### config.mk
export PLATFORM = sky130hd
export DESIGN_NAME = stun_message_validator_flat
export DESIGN_NICKNAME = d
export VERILOG_FILES = /design/src/rtl/core/stunv_pkg.sv /design/src/rtl/core/stunv_if.sv /design/src/rtl/core/stunv_in_reg.sv /design/src/rtl/core/stunv_parse.sv /design/src/rtl/core/stun_message_validator.sv /design/src/flat_wrapper.sv
export VERILOG_INCLUDE_DIRS = /design/src /design/src/rtl/core
export SDC_FILE = /design/constraint.sdc
export NUM_CORES = 1
export LEC_CHECK = 0
export CAP_MARGIN = 5
export CORE_MARGIN = 1.5
export CORE_UTILIZATION = 65
export CTS_CLUSTER_DIAMETER = 150
export DETAILED_ROUTE_END_ITERATION = 10
export DONT_BUFFER_PORTS = 1
export GPL_TIMING_DRIVEN = 1
export MAX_ROUTING_LAYER = met4
export PLACE_DENSITY = 0.87
export SLEW_MARGIN = 15
export SYNTH_ARGS = -nofsm -noshare
export SYNTH_HDL_FRONTEND = slang
export SYNTH_HIERARCHICAL = 1
export SYNTH_SLANG_ARGS = --single-unit
### constraint.sdc
create_clock -name clk -period 9.1 [get_ports clk]
set_clock_uncertainty 0.05 [all_clocks]
set_input_delay 2.275 -clock clk [delete_from_list [all_inputs] [get_ports clk]]
set_output_delay 2.275 -clock clk [all_outputs]
set_load 0.01 [all_outputs]
### src/rtl/core/stun_message_validator_defines.svh
// Assertion helpers for the validator RTL.
`ifndef STUN_MESSAGE_VALIDATOR_DEFINES_SVH
`define STUN_MESSAGE_VALIDATOR_DEFINES_SVH

`ifndef SYNTHESIS

// Same-cycle implication, disabled while reset is high.
`define STUNV_ASSERT_NOW(label, clk, rst, ante, cons) \
  label: assert property (@(posedge clk) disable iff (rst) (ante) |-> (cons)) \
    else $error("stunv assertion failed");

// Next-cycle implication, disabled while reset is high.
`define STUNV_ASSERT_NEXT(label, clk, rst, ante, cons) \
  label: assert property (@(posedge clk) disable iff (rst) (ante) |=> (cons)) \
    else $error("stunv assertion failed");

`else

`define STUNV_ASSERT_NOW(label, clk, rst, ante, cons)
`define STUNV_ASSERT_NEXT(label, clk, rst, ante, cons)

`endif

`endif

### src/rtl/core/stunv_pkg.sv
package stunv_pkg;

  localparam int HEADER_BYTES      = 20;
  localparam int ATTR_HEADER_BYTES = 4;

  localparam logic [16:0] POS_MAX    = 17'h1FFFF;
  localparam logic [13:0] CNT_MAX    = 14'h3FFF;
  localparam logic [16:0] ALIGN_ADD  = 17'(ATTR_HEADER_BYTES + 3);
  localparam logic [16:0] ALIGN_MASK = ~17'd3;

  localparam logic [1:0] ST_OK      = 2'd0;
  localparam logic [1:0] ST_TYPE    = 2'd1;
  localparam logic [1:0] ST_LENGTH  = 2'd2;
  localparam logic [1:0] ST_OVERRUN = 2'd3;

  localparam logic [15:0] MT_BIND_REQ        = 16'h0001;
  localparam logic [15:0] MT_BIND_RESP       = 16'h0101;
  localparam logic [15:0] MT_BIND_ERR        = 16'h0111;
  localparam logic [15:0] MT_SECRET_REQ      = 16'h0002;
  localparam logic [15:0] MT_SECRET_RESP     = 16'h0102;
  localparam logic [15:0] MT_SECRET_ERR      = 16'h0112;

  localparam logic [15:0] ATTR_LAST_STD      = 16'h000B;
  localparam logic [15:0] ATTR_XOR_ONLY      = 16'h8020;

  localparam logic [15:0] WANTED_RESET   = 16'h0001;

  typedef struct packed {
    logic [7:0] data_byte;
    logic       last_byte;
  } stunv_byte_t;

  function automatic logic type_known(input logic [15:0] t);
    return (t == MT_BIND_REQ)   || (t == MT_BIND_RESP)   || (t == MT_BIND_ERR) ||
           (t == MT_SECRET_REQ) || (t == MT_SECRET_RESP) || (t == MT_SECRET_ERR);
  endfunction

  // A nonzero remainder shorter than an attribute header cannot hold one.
  function automatic logic tail_short(input logic [15:0] rem);
    return (rem != 16'd0) && (rem < 16'(ATTR_HEADER_BYTES));
  endfunction

endpackage

### src/rtl/core/stunv_if.sv
interface stunv_in_if;
  logic       valid;
  logic       ready;
  logic [7:0] data_byte;
  logic       last_byte;

  modport source(output valid, output data_byte, output last_byte, input ready);
  modport sink(input valid, input data_byte, input last_byte, output ready);
endinterface

interface stunv_out_if;
  logic        valid;
  logic        ready;
  logic [1:0]  status;
  logic [15:0] message_type;
  logic [13:0] attribute_count;
  logic [13:0] unknown_count;
  logic        found;
  logic [16:0] found_offset;

  modport source(output valid, output status, output message_type,
                 output attribute_count, output unknown_count, output found,
                 output found_offset, input ready);
  modport sink(input valid, input status, input message_type,
               input attribute_count, input unknown_count, input found,
               input found_offset, output ready);
endinterface

### src/rtl/core/stunv_in_reg.sv
module stunv_in_reg
  import stunv_pkg::*;
(
  input  logic        clk,
  input  logic        rst,
  stunv_in_if.sink    msg,
  output logic        item_valid,
  output stunv_byte_t item,
  input  logic        item_take
);

  // The slot can refill in the same cycle that the parser drains it.
  assign msg.ready = !item_valid || item_take;

  always_ff @(posedge clk) begin
    if (rst) begin
      item_valid <= 1'b0;
    end else if (msg.valid && msg.ready) begin
      item_valid <= 1'b1;
    end else if (item_take) begin
      item_valid <= 1'b0;
    end
  end

  always_ff @(posedge clk) begin
    if (msg.valid && msg.ready) begin
      item.data_byte <= msg.data_byte;
      item.last_byte <= msg.last_byte;
    end
  end

endmodule

### src/rtl/core/stunv_parse.sv
module stunv_parse
  import stunv_pkg::*;
(
  input  logic        clk,
  input  logic        rst,
  input  logic        item_valid,
  input  stunv_byte_t item,
  output logic        item_take,
  input  logic [15:0] wanted,
  stunv_out_if.source report
);

  logic [16:0] byte_position;
  logic [15:0] header_type;
  logic [15:0] header_length;
  logic [15:0] remaining_length;
  logic [16:0] attribute_start;
  logic [23:0] attr_bytes;
  logic [13:0] attribute_counter;
  logic [13:0] unknown_counter;
  logic        match_seen;
  logic [16:0] match_offset;
  logic        overrun_flag;

  logic [16:0] byte_position_next;
  logic [15:0] header_type_next;
  logic [15:0] header_length_next;
  logic [15:0] remaining_length_next;
  logic [16:0] attribute_start_next;
  logic [23:0] attr_bytes_next;
  logic [13:0] attribute_counter_next;
  logic [13:0] unknown_counter_next;
  logic        match_seen_next;
  logic [16:0] match_offset_next;
  logic        overrun_flag_next;

  logic [31:0] attr_word;
  logic [15:0] atype;
  logic [16:0] total;
  logic [17:0] start_wide;
  logic [17:0] pos_wide;
  logic [16:0] count;
  logic [1:0]  status_next;

  assign item_take = item_valid && (!item.last_byte || !report.valid || report.ready);

  assign attr_word  = {attr_bytes, item.data_byte};
  assign atype      = attr_word[31:16];
  assign total      = ({1'b0, attr_word[15:0]} + ALIGN_ADD) & ALIGN_MASK;
  assign start_wide = {1'b0, attribute_start};
  assign pos_wide   = {1'b0, byte_position};
  assign count      = (byte_position == POS_MAX) ? byte_position : byte_position + 17'd1;

  always_comb begin
    header_type_next       = header_type;
    header_length_next     = header_length;
    remaining_length_next  = remaining_length;
    attribute_start_next   = attribute_start;
    attr_bytes_next        = attr_bytes;
    attribute_counter_next = attribute_counter;
    unknown_counter_next   = unknown_counter;
    match_seen_next        = match_seen;
    match_offset_next      = match_offset;
    overrun_flag_next      = overrun_flag;

    if (byte_position < 17'd2) begin
      header_type_next = {header_type[7:0], item.data_byte};
    end else if (byte_position < 17'd4) begin
      header_length_next = {header_length[7:0], item.data_byte};
    end else if (byte_position == 17'(HEADER_BYTES - 1)) begin
      remaining_length_next = header_length;
      attribute_start_next  = 17'(HEADER_BYTES);
      if (tail_short(header_length)) begin
        overrun_flag_next = 1'b1;
      end
    end else if (byte_position >= 17'(HEADER_BYTES) && remaining_length != 16'd0 &&
                 !overrun_flag && byte_position >= attribute_start &&
                 pos_wide < start_wide + 18'(ATTR_HEADER_BYTES)) begin
      attr_bytes_next = attr_word[23:0];
      // The fourth header byte closes the attribute and steps to the next one.
      if (pos_wide == start_wide + 18'(ATTR_HEADER_BYTES - 1)) begin
        if (total > {1'b0, remaining_length}) begin
          overrun_flag_next = 1'b1;
        end else begin
          if (atype > ATTR_LAST_STD && atype != ATTR_XOR_ONLY &&
              unknown_counter < CNT_MAX) begin
            unknown_counter_next = unknown_counter + 14'd1;
          end
          if (atype == wanted && !match_seen) begin
            match_seen_next   = 1'b1;
            match_offset_next = attribute_start;
          end
          if (attribute_counter < CNT_MAX) begin
            attribute_counter_next = attribute_counter + 14'd1;
          end
          remaining_length_next = remaining_length - total[15:0];
          attribute_start_next  = attribute_start + total;
          if (tail_short(remaining_length - total[15:0])) begin
            overrun_flag_next = 1'b1;
          end
        end
      end
    end

    byte_position_next = count;

    if (count < 17'(HEADER_BYTES)) begin
      status_next = ST_LENGTH;
    end else if (!type_known(header_type_next)) begin
      status_next = ST_TYPE;
    end else if (count == POS_MAX ||
                 {1'b0, header_length_next} != count - 17'(HEADER_BYTES)) begin
      status_next = ST_LENGTH;
    end else if (overrun_flag_next) begin
      status_next = ST_OVERRUN;
    end else begin
      status_next = ST_OK;
    end
  end

  always_ff @(posedge clk) begin
    if (rst || (item_take && item.last_byte)) begin
      byte_position     <= '0;
      header_type       <= '0;
      header_length     <= '0;
      remaining_length  <= '0;
      attribute_start   <= '0;
      attr_bytes        <= '0;
      attribute_counter <= '0;
      unknown_counter   <= '0;
      match_seen        <= 1'b0;
      match_offset      <= '0;
      overrun_flag      <= 1'b0;
    end else if (item_take) begin
      byte_position     <= byte_position_next;
      header_type       <= header_type_next;
      header_length     <= header_length_next;
      remaining_length  <= remaining_length_next;
      attribute_start   <= attribute_start_next;
      attr_bytes        <= attr_bytes_next;
      attribute_counter <= attribute_counter_next;
      unknown_counter   <= unknown_counter_next;
      match_seen        <= match_seen_next;
      match_offset      <= match_offset_next;
      overrun_flag      <= overrun_flag_next;
    end
  end

  always_ff @(posedge clk) begin
    if (rst) begin
      report.valid <= 1'b0;
    end else if (item_take && item.last_byte) begin
      report.valid <= 1'b1;
    end else if (report.ready) begin
      report.valid <= 1'b0;
    end
  end

  always_ff @(posedge clk) begin
    if (item_take && item.last_byte) begin
      report.status       <= status_next;
      report.message_type <= header_type_next;
      if (status_next == ST_OK || status_next == ST_OVERRUN) begin
        report.attribute_count <= attribute_counter_next;
        report.unknown_count   <= unknown_counter_next;
        report.found           <= match_seen_next;
        report.found_offset    <= match_seen_next ? match_offset_next : 17'd0;
      end else begin
        report.attribute_count <= '0;
        report.unknown_count   <= '0;
        report.found           <= 1'b0;
        report.found_offset    <= '0;
      end
    end
  end

endmodule

### src/rtl/core/stun_message_validator.sv
// Streaming STUN message checker.
// The msg channel carries one message byte per transaction in wire order,
// with last_byte set on the final byte of the message. The report channel
// carries one transaction per message: status, the header type, attribute
// and unknown-attribute counts, and whether and where the first attribute
// of type wanted_attr_type was seen. cfg_we with cfg_wdata loads
// wanted_attr_type; write it only between messages.
// A byte is taken into an input register, from which the parser consumes it,
// so one byte per cycle is sustained while the report channel does not stall.
// The report valid is registered when the parser takes the final byte, which
// it does only while the report channel is free. The rate is set by the single
// parser stage, which updates all per-message state for one byte per cycle.
// A stalled report holds the final byte of the next message in the input
// register; bytes that produce no report keep flowing meanwhile.
// Reset clears all message state and the report valid, and loads
// wanted_attr_type with 1. The parser state is cleared after every message.
`include "stun_message_validator_defines.svh"

module stun_message_validator
  import stunv_pkg::*;
(
  input  logic        clk,
  input  logic        rst,
  stunv_in_if.sink    msg,
  stunv_out_if.source report,
  input  logic        cfg_we,
  input  logic [15:0] cfg_wdata
);

  logic        item_valid;
  stunv_byte_t item;
  logic        item_take;
  logic [15:0] wanted_attr_type;

  always_ff @(posedge clk) begin
    if (rst) begin
      wanted_attr_type <= WANTED_RESET;
    end else if (cfg_we) begin
      wanted_attr_type <= cfg_wdata;
    end
  end

  stunv_in_reg u_in_reg (
    .clk        (clk),
    .rst        (rst),
    .msg        (msg),
    .item_valid (item_valid),
    .item       (item),
    .item_take  (item_take)
  );

  stunv_parse u_parse (
    .clk        (clk),
    .rst        (rst),
    .item_valid (item_valid),
    .item       (item),
    .item_take  (item_take),
    .wanted     (wanted_attr_type),
    .report     (report)
  );

  `STUNV_ASSERT_NEXT(a_item_held, clk, rst, item_valid && !item_take, item_valid)
  `STUNV_ASSERT_NOW(a_ready_only_stalled, clk, rst, !msg.ready, item_valid)
  `STUNV_ASSERT_NOW(a_error_clears_counts, clk, rst,
    report.valid && (report.status == ST_TYPE || report.status == ST_LENGTH),
    report.attribute_count == 14'd0 && report.unknown_count == 14'd0 && !report.found)
  `STUNV_ASSERT_NOW(a_offset_needs_found, clk, rst, report.valid && !report.found,
    report.found_offset == 17'd0)
  `STUNV_ASSERT_NOW(a_unknown_bounded, clk, rst, report.valid,
    report.unknown_count <= report.attribute_count)

endmodule
### src/flat_wrapper.sv
// flat-port wrapper written by rule: the top's interface ports become plain ports
module stun_message_validator_flat import stunv_pkg::*;
  (clk, rst, cfg_we, cfg_wdata, msg_valid, msg_data_byte, msg_last_byte, msg_ready, report_valid, report_status, report_message_type, report_attribute_count, report_unknown_count, report_found, report_found_offset, report_ready);
  stunv_in_if msg_i ();
  stunv_out_if report_i ();
  input  logic clk;
  input  logic rst;
  input  logic cfg_we;
  input  logic [15:0] cfg_wdata;
  input wire logic [$bits(msg_i.valid)-1:0] msg_valid;
  input wire logic [$bits(msg_i.data_byte)-1:0] msg_data_byte;
  input wire logic [$bits(msg_i.last_byte)-1:0] msg_last_byte;
  output wire logic [$bits(msg_i.ready)-1:0] msg_ready;
  output wire logic [$bits(report_i.valid)-1:0] report_valid;
  output wire logic [$bits(report_i.status)-1:0] report_status;
  output wire logic [$bits(report_i.message_type)-1:0] report_message_type;
  output wire logic [$bits(report_i.attribute_count)-1:0] report_attribute_count;
  output wire logic [$bits(report_i.unknown_count)-1:0] report_unknown_count;
  output wire logic [$bits(report_i.found)-1:0] report_found;
  output wire logic [$bits(report_i.found_offset)-1:0] report_found_offset;
  input wire logic [$bits(report_i.ready)-1:0] report_ready;
  assign msg_i.valid = msg_valid;
  assign msg_i.data_byte = msg_data_byte;
  assign msg_i.last_byte = msg_last_byte;
  assign msg_ready = msg_i.ready;
  assign report_valid = report_i.valid;
  assign report_status = report_i.status;
  assign report_message_type = report_i.message_type;
  assign report_attribute_count = report_i.attribute_count;
  assign report_unknown_count = report_i.unknown_count;
  assign report_found = report_i.found;
  assign report_found_offset = report_i.found_offset;
  assign report_i.ready = report_ready;
  stun_message_validator u_core (.clk(clk), .rst(rst), .msg(msg_i), .report(report_i), .cfg_we(cfg_we), .cfg_wdata(cfg_wdata));
endmodule
==> metrics.txt, run 1 <==
Fin Setup TNS=0 ns; number of synthesized register bits=between 200 and 250; Register Area=between 5000 and 6000 um2; Unique masters post-synth=between 70 and 80; synthesized cell area=about 15000 um2; Max Fclk=176 MHz; Core Box Area=22000 um2; syn_area_per_cell=8.71 um2; chip height=~150 um; RSZ-0062 raised after global routing=false; # IOs=96; Slew Viols, Final=0; maximum vdd drop=0.157 mV; r2r startpoint=u_core/u_in_reg/item[4]; crit path cell chain=nor2b_1, nand2_1, nand2_1, buf_4, inv_1, nand2b_4; clock root buffer=clkbuf_16; Switching Share=a little under a quarter; FF-to-FF setup slack=around 3.4 ns; Starting Density=between 60% and 70%; die area=approximately 23000 um2; Logic pwr share=under 10%; Sink Count=approximately 240; Mapped Nets=1796; worst slew pin tran=1.06 ns; critical path type=in -> out; Clock power frac=between 40% and 50%; area grow syn2layout=5.61%; Hold-fix buffers, CTS=0; failing checks=design-rule violations; Max-Cap Viols=0; largest net degree at the start of global routing=78; cts bufs inserted=25; NetSw=roughly 560 uW; worst stage delay on the critical path=0.40 ns; r2r worst-path depth=15; gr busiest metal=met2; port bufs=0; Final HPWL DP=about 25000 um; Detailed Routing Iterations Pass 1=11; CTS resizes=0; Routed Antenna Nets=0; outcome=finished, violations left; Synth top area share=around 23%; Post-synth top flop=dfxtp_1; ys async rst share=0%; Design Power=roughly 2500 uW; number of diodes=0; critical path fanouts, max=39; leakage=around 0.0056 uW; Final setup violation count=0; Tmin final=5.68 ns; first-pass GRT wire length=between 50000 and 60000 um; Critical Path Sink Type=output pin; met1 Usage GRT=38.3%; Syn Inst Count=1685; Tcrit/Tclk final=between 60% and 70%; share of cells above drive strength 1=6.61%; WP data arrival=3.36 ns; CP most frequent cell=nand2_1; final WL=about 36000 um; vias=12.4k; initial antenna violation count=0; Fillers=between 1.5k and 2k; Post-route DRC=8; Setup Fix Bufs, Post-CTS=0; sequential area share after synthesis=between 30% and 40%; Worst path slowest cell=buf_4; leading area contributor after synthesis=dfxtp_1; worst setup path end=msg_ready; CTS tree=built; Yosys warnings=6; clk slew on worst S/H paths=0.06 ns; Pint=between 1500 and 2000 uW; later-pin clock latency in the skew report=between 0.5 and 0.6 ns; Clock Tree Buf Depth=3; number of flops mapped to enable cells by yosys=73; Worst R2R End=u_core/u_parse/match_offset[11]; # rows=54; nets@finish=1726; Die W=around 150 um; Vias per Instance=~6.5; Final Hold Viols=0; GRT Util Overall=31.6%; vias in the first global route=about 12k; multi-input combinational cell area=~8300 um2; GR Layer Usage met2=between 50% and 60%; relative max-transition margin=29.2%; CP required=6.78 ns; M3 GR Usage=under 10%; GRT overflow=0; startpoint type of the worst setup path=primary input; detailed router's first-iteration violation count=1259; Hold Path Class=reg -> reg; pwr/cell area=around 160 nW/um2; routed len/inst=19.0 um; Placer Congestion=0.962; synth top area cells=dfxtp_1 23%, edfxtp_1 15%, ha_1 6.7%; worst setup path startpoint=report_ready; Seq pwr share=a little under half; H-tree levels=1
==> synthesized netlist by cell type, types with 34 or more instances <==
| cell type | number |
|---|---|
| nand2_1 | 145 |
| mux2i_1 | 77 |
| nand3_1 | 88 |
| clkbuf_1 | 69 |
| inv_1 | 67 |
| xor2_1 | 54 |
| nor2_1 | 209 |
| xnor2_1 | 99 |
| dfxtp_1 | 169 |
| nand4_1 | 42 |
| nor3_1 | 54 |
| o21ai_0 | 34 |
| ha_1 | 79 |
| edfxtp_1 | 73 |
| a21oi_1 | 100 |
==> sequential cells by signal (all words and copies together) (netlist names), 17 cells and up <==
signal                              flops
u_core/u_parse/byte_position           17
u_core/u_parse/attr_bytes              24
u_core/u_parse/report.found_offset     17
u_core/u_parse/match_offset            17
==> layout by cell type (no fill, tap or decap), drive strengths merged, types with 8 or more instances in the layout <==
| cell | instances |
|---|---|
| a21o | 19 |
| edfxtp | 73 |
| xor2 | 55 |
| nor3 | 54 |
| o21a | 9 |
| buf | 9 |
| xnor2 | 99 |
| mux2 | 18 |
| nand3 | 88 |
| o21ai | 34 |
| inv | 68 |
| nor2 | 210 |
| mux2i | 77 |
| a31oi | 8 |
| and2 | 15 |
| nor4 | 30 |
| nand2 | 145 |
| a21oi | 113 |
| nand4 | 43 |
| ha | 79 |
| and3 | 27 |
| nor2b | 11 |
| clkbuf | 32 |
| or2 | 9 |
| dfxtp | 169 |
| and4 | 11 |
| nand2b | 9 |
| a211oi | 28 |
| or3 | 9 |
==> kinds of logic after synthesis <==
| logic type | after synthesis | share of synthesized area [%] |
|---|---|---|
| multiplexers | 95 | 6.63 |
| adder cells (fa/ha/maj) | 81 | 7.01 |
| buffers and inverters | 174 | 5.26 |
| XOR/XNOR | 154 | 9.24 |
| flip-flops | 242 | 38.0 |
| AND/OR/NAND/NOR | 675 | 22.2 |
| AO/OA/AOI/OAI | 264 | 11.7 |
==> metrics by stage <==
step | setup slack [ns] | hold slack, ns | util (%) | instance area [um2] | cells
after floorplan | 3.26 | 0.375 | - | 14700 | 1685
after global placement | 3.52 | 0.384 | 66.4 | 14600 | 1868
after detailed placement | 3.49 | 0.393 | 66.4 | 14600 | 1868
after CTS | 3.46 | 0.430 | 70.6 | 15500 | 1913
after global routing | 3.09 | 0.460 | 70.6 | 15500 | 1913
final | 3.42 | 0.429 | 70.6 | 15500 | 1913
==> layer usage <==
| metal | wire (um) | share of wire [%] |
|---|---|---|
| met5 | 0 | 0 |
| met4 | 1790 | 4.9 |
| met3 | 2950 | 8.1 |
| met2 | 17200 | 47 |
| met1 | 14500 | 40 |
==> worst min path at each step <==
stage,start,cells after the start,slack (ns),endpoint
floorplan,u_core/u_parse/match_offset[0],2,0.38,u_core/u_parse/match_offset[0]
global placement,u_core/u_parse/match_offset[1],2,0.38,u_core/u_parse/match_offset[1]
detailed placement,u_core/u_parse/match_offset[1],2,0.39,u_core/u_parse/match_offset[1]
CTS,u_core/u_parse/match_offset[0],2,0.43,u_core/u_parse/match_offset[0]
global route,u_core/u_parse/match_offset[0],2,0.46,u_core/u_parse/match_offset[0]
finish,u_core/u_parse/match_offset[0],2,0.43,u_core/u_parse/match_offset[0]
==> power by group through the flow <==
stage	clock network [uW]	registers [uW]	logic, uW
6_report	1130	1170	155
2_1_floorplan	0	1180	125
5_1_grt	1190	1170	169
3_3_place_gp	0	1190	145
3_5_place_dp	0	1190	149
4_1_cts	1140	1170	152
==> area by class of cell <==
cell class	instances	share of cell area (%)
Clock inverter	13	1.47
Multi-Input combinational cell	1269	53.8
Tap cell	280	2.26
Timing Repair Buffer	9	0.436
Clock buffer	32	4.42
Inverter	68	1.65
Sequential cell	242	36.0
==> worst max-delay path: cells and delay by family <==
kind | cells | cell delay [ns]
buffers and inverters | 2 | 0.54
AND/OR/NAND/NOR | 4 | 0.53
Note: power is estimated with default switching activity, not from simulation.
==> run 2, diff against run 1 <==
--- a/config.mk
+++ b/config.mk
@@ -6,6 +6,7 @@
 export SDC_FILE = /design/constraint.sdc
 export NUM_CORES = 1
 export LEC_CHECK = 0
+export ABC_AREA = 1
 export CAP_MARGIN = 5
 export CORE_MARGIN = 1.5
 export CORE_UTILIZATION = 65
==> constraint.sdc (replaced) <==
create_clock -name clk -period 5.3 [get_ports clk]
set_clock_uncertainty 0.05 [all_clocks]
set_input_delay 1.325 -clock clk [delete_from_list [all_inputs] [get_ports clk]]
set_output_delay 1.325 -clock clk [all_outputs]
set_load 0.01 [all_outputs]
==> run 2 against run 1 <==
Effect of this change:
- the run now ends clean
- die area up 11%
- worst setup slack got worse by 3.0 ns
- count of clock-buffer cells in the layout unchanged
- sequential share of layout area is 4.1 points lower
- hold slack worse by 0.032 ns
- final area rose by 13%
- global-route usage is 5.0 points higher
- core utilization up 1.0 points
- clock power up 88%
- combinational power rose to 5.1 times the previous value
- critical endpoint is now u_core/u_parse/report.attribute_count[13]
==> metrics.txt, run 2 <==
WP data arrival=5.06 ns; Max Fclk=between 200 and 250 MHz; GRT overflow=0; die area=approximately 26000 um2; first-pass GRT wire length=74700 um; cts bufs inserted=27; synthesized cell area=between 15000 and 20000 um2; Detailed Routing Iterations Pass 1=6; Placer Congestion=approximately 1; Core Box Area=~24000 um2; port bufs=0; chip height=approximately 160 um; Critical Path Sink Type=flop; CP required=5.52 ns; Placed Area=approximately 16000 um2; share of cells above drive strength 1=7.95%; GRT Util Overall=36.6%; Fin Setup TNS=0 ns; sequential area share after synthesis=approximately a third; Yosys warnings=6; crit path cell chain=inv_1, nor3_1, nand4_1, nor3_1, nand3_1, xor2_1, ha_1, a21oi_1, o21ai_0, nor2_1, nand3_1, nor2_2, buf_4, nand3_1, nor2_2, nand2_1, nand2_1, nand3_1, nor2b_2; Final setup violation count=0; Compound-Gate Fraction of Synth Area=about 13%; worst stage delay on the critical path=0.49 ns; # rows=between 50 and 60; routed len/inst=roughly 17 um; leakage=approximately 0.0080 uW; Post-Synth Simple-Gate Area=about a third; ys async rst share=0%; outcome=completed; startpoint type of the worst setup path=flop; Design Power=5000 uW; detailed router's first-iteration violation count=roughly 1.7k; number of synthesized register bits=242; largest family of logic cells by synthesized area=simple AND/OR/NAND/NOR gates; # IOs=96; gr busiest metal=met2; H-tree levels=1; CTS tree=built; Starting Density=around 67%; Routed Antenna Nets=0; Hold-fix buffers, CTS=0; worst setup path end=u_core/u_parse/report.attribute_count[13]; Final Hold Viols=0; Largest register FFs=24; relative max-transition margin=between 15 and 20%; Mapped Nets=roughly 2.5k; most common cell after layout, fill and taps aside=nand2_1; Sink Count=242; Slew Viols, Final=0; leading area contributor after synthesis=dfxtp_1; clk slew on worst S/H paths=0.06 ns; RSZ-0062 raised after global routing=false; Unique masters post-synth=between 50 and 60; clock root buffer=clkbuf_16; mux cell area share after synthesis=0%; Clock Tree Buf Depth=3; Synth Area in Adders=under 10%; worst slew pin tran=between 1 and 1.5 ns; Tmin final=around 4.8 ns; top post-synthesis cells by count=500 x nand2_1, 352 x inv_1, 262 x nor2_1; Worst R2R End=u_core/u_parse/report.attribute_count[13]; most frequent cells in the layout=498 x nand2_1, 350 x inv_1, 261 x nor2_1, 169 x dfxtp_1, 168 x a21oi_1; initial antenna violation count=2; pwr/cell area=286 nW/um2; r2r worst-path depth=19; xor and xnor area share after synthesis=under 10%; Post-synth top flop=dfxtp_1; nets@finish=around 2.5k; r2r startpoint=u_core/u_parse/attribute_start[6]; Syn Inst Count=between 2k and 2.5k; Vias per Instance=a little under 6; CP most frequent cell=nand3_1; largest net degree at the start of global routing=72; worst setup path startpoint=u_core/u_parse/attribute_start[6]; Die W=161 um; vias in the first global route=between 10k and 15k; critical path fanouts, max=30; Synth top area share=20.8%; Post-route DRC=0; syn_area_per_cell=6.85 um2; final WL=46500 um; Hold Path Class=reg -> reg; FF-to-FF setup slack=approximately 0.46 ns; GR Layer Usage met2=approximately 60%; maximum vdd drop=0.282 mV; Reg with most FFs=u_core/u_parse/attr_bytes; M3 GR Usage=around 4.5%; synth top area cells=dfxtp_1 21%, edfxtp_1 13%, nand2_1 12%; met1 Usage GRT=44.8%; later-pin clock latency in the skew report=between 0.5 and 0.6 ns; vias=between 15k and 20k; Tcrit/Tclk final=91.3%; number of flops mapped to enable cells by yosys=73; critical path type=reg -> reg; area grow syn2layout=7.50%; fin area=between 15000 and 20000 um2; Final HPWL DP=around 34000 um; Max-Cap Viols=0; most frequent cell after synthesis=nand2_1; Worst path slowest cell=dfxtp_1
==> run 2: kinds of logic (layout without fill, tap and decap cells) <==
family                     count (synthesis)  count (layout)
xor gates and xnor gates                  65              65
other                                      0               2
DFF                                      242             242
buffers and inverters                    451             439
and+or+nand+nor                         1150            1150
AOI/OAI and AO/OA                        389             389
adders and majority gates                 81              81
==> run 2: timing repair <==
action,in CTS,in global routing
pin swaps,0,1
setup buffers,0,2
setup endpoints to repair,2,110
hold endpoints to repair,0,0
gates resized for setup,1,7
==> run 2: worst min-delay path by stage <==
stage	to	start	slack (ns)	depth (start not counted)
floorplan	u_core/u_parse/match_offset[0]	u_core/u_parse/match_offset[0]	0.37	2
global placement	u_core/u_parse/match_offset[1]	u_core/u_parse/match_offset[1]	0.38	2
detailed placement	u_core/u_parse/match_offset[1]	u_core/u_parse/match_offset[1]	0.39	2
CTS	u_core/u_parse/match_offset[1]	u_core/u_parse/match_offset[1]	0.40	2
global route	u_core/u_parse/match_offset[1]	u_core/u_parse/match_offset[1]	0.44	2
finish	u_core/u_parse/match_offset[1]	u_core/u_parse/match_offset[1]	0.40	2
==> run 2: worst max-delay path, delay by kind of cell (launching register included) <==
family	cells	cell delay [ns]
compound gates	2	0.23
simple gates	13	2.73
flops	1	0.49
fa+ha+maj	1	0.30
xor+xnor	1	0.17
buf+inv	2	0.59
==> run 2: metrics by stage <==
stage | std cells | hold WS, ns | worst slack [ns] | util, %
final | 2692 | 0.397 | 0.462 | 71.6
after global routing | 2692 | 0.443 | 0.00333 | 71.6
after CTS | 2688 | 0.396 | 0.212 | 71.3
after detailed placement | 2639 | 0.387 | 0.0645 | 67.1
after global placement | 2639 | 0.383 | 0.257 | 67.1
after floorplan | 2378 | 0.375 | 1.35 | -
==> run 2: layout make-up <==
class	instances	area, um2
fillers	1990	6950
flip-flops and latches	242	5580
well taps	324	405
multi-input cells	1685	8960
inverters	370	1390
diodes	2	5.00
clock buffers	32	726
clock inverters	17	289
repair buffers	20	163
==> run 2: metal layers <==
layer / routed length (um) / vias to the layer above
met5: 0 / -
met4: 2120 / 0
met3: 3420 / 160
met2: 22200 / 771
met1: 18800 / 7211
li1: - / 7659
==> run 2: power breakdown <==
group	leakage [uW]	switching, uW	internal (uW)
sequential	0.00206	88.9	1990
combinational	0.00541	548	250
clock	0.000493	794	1330
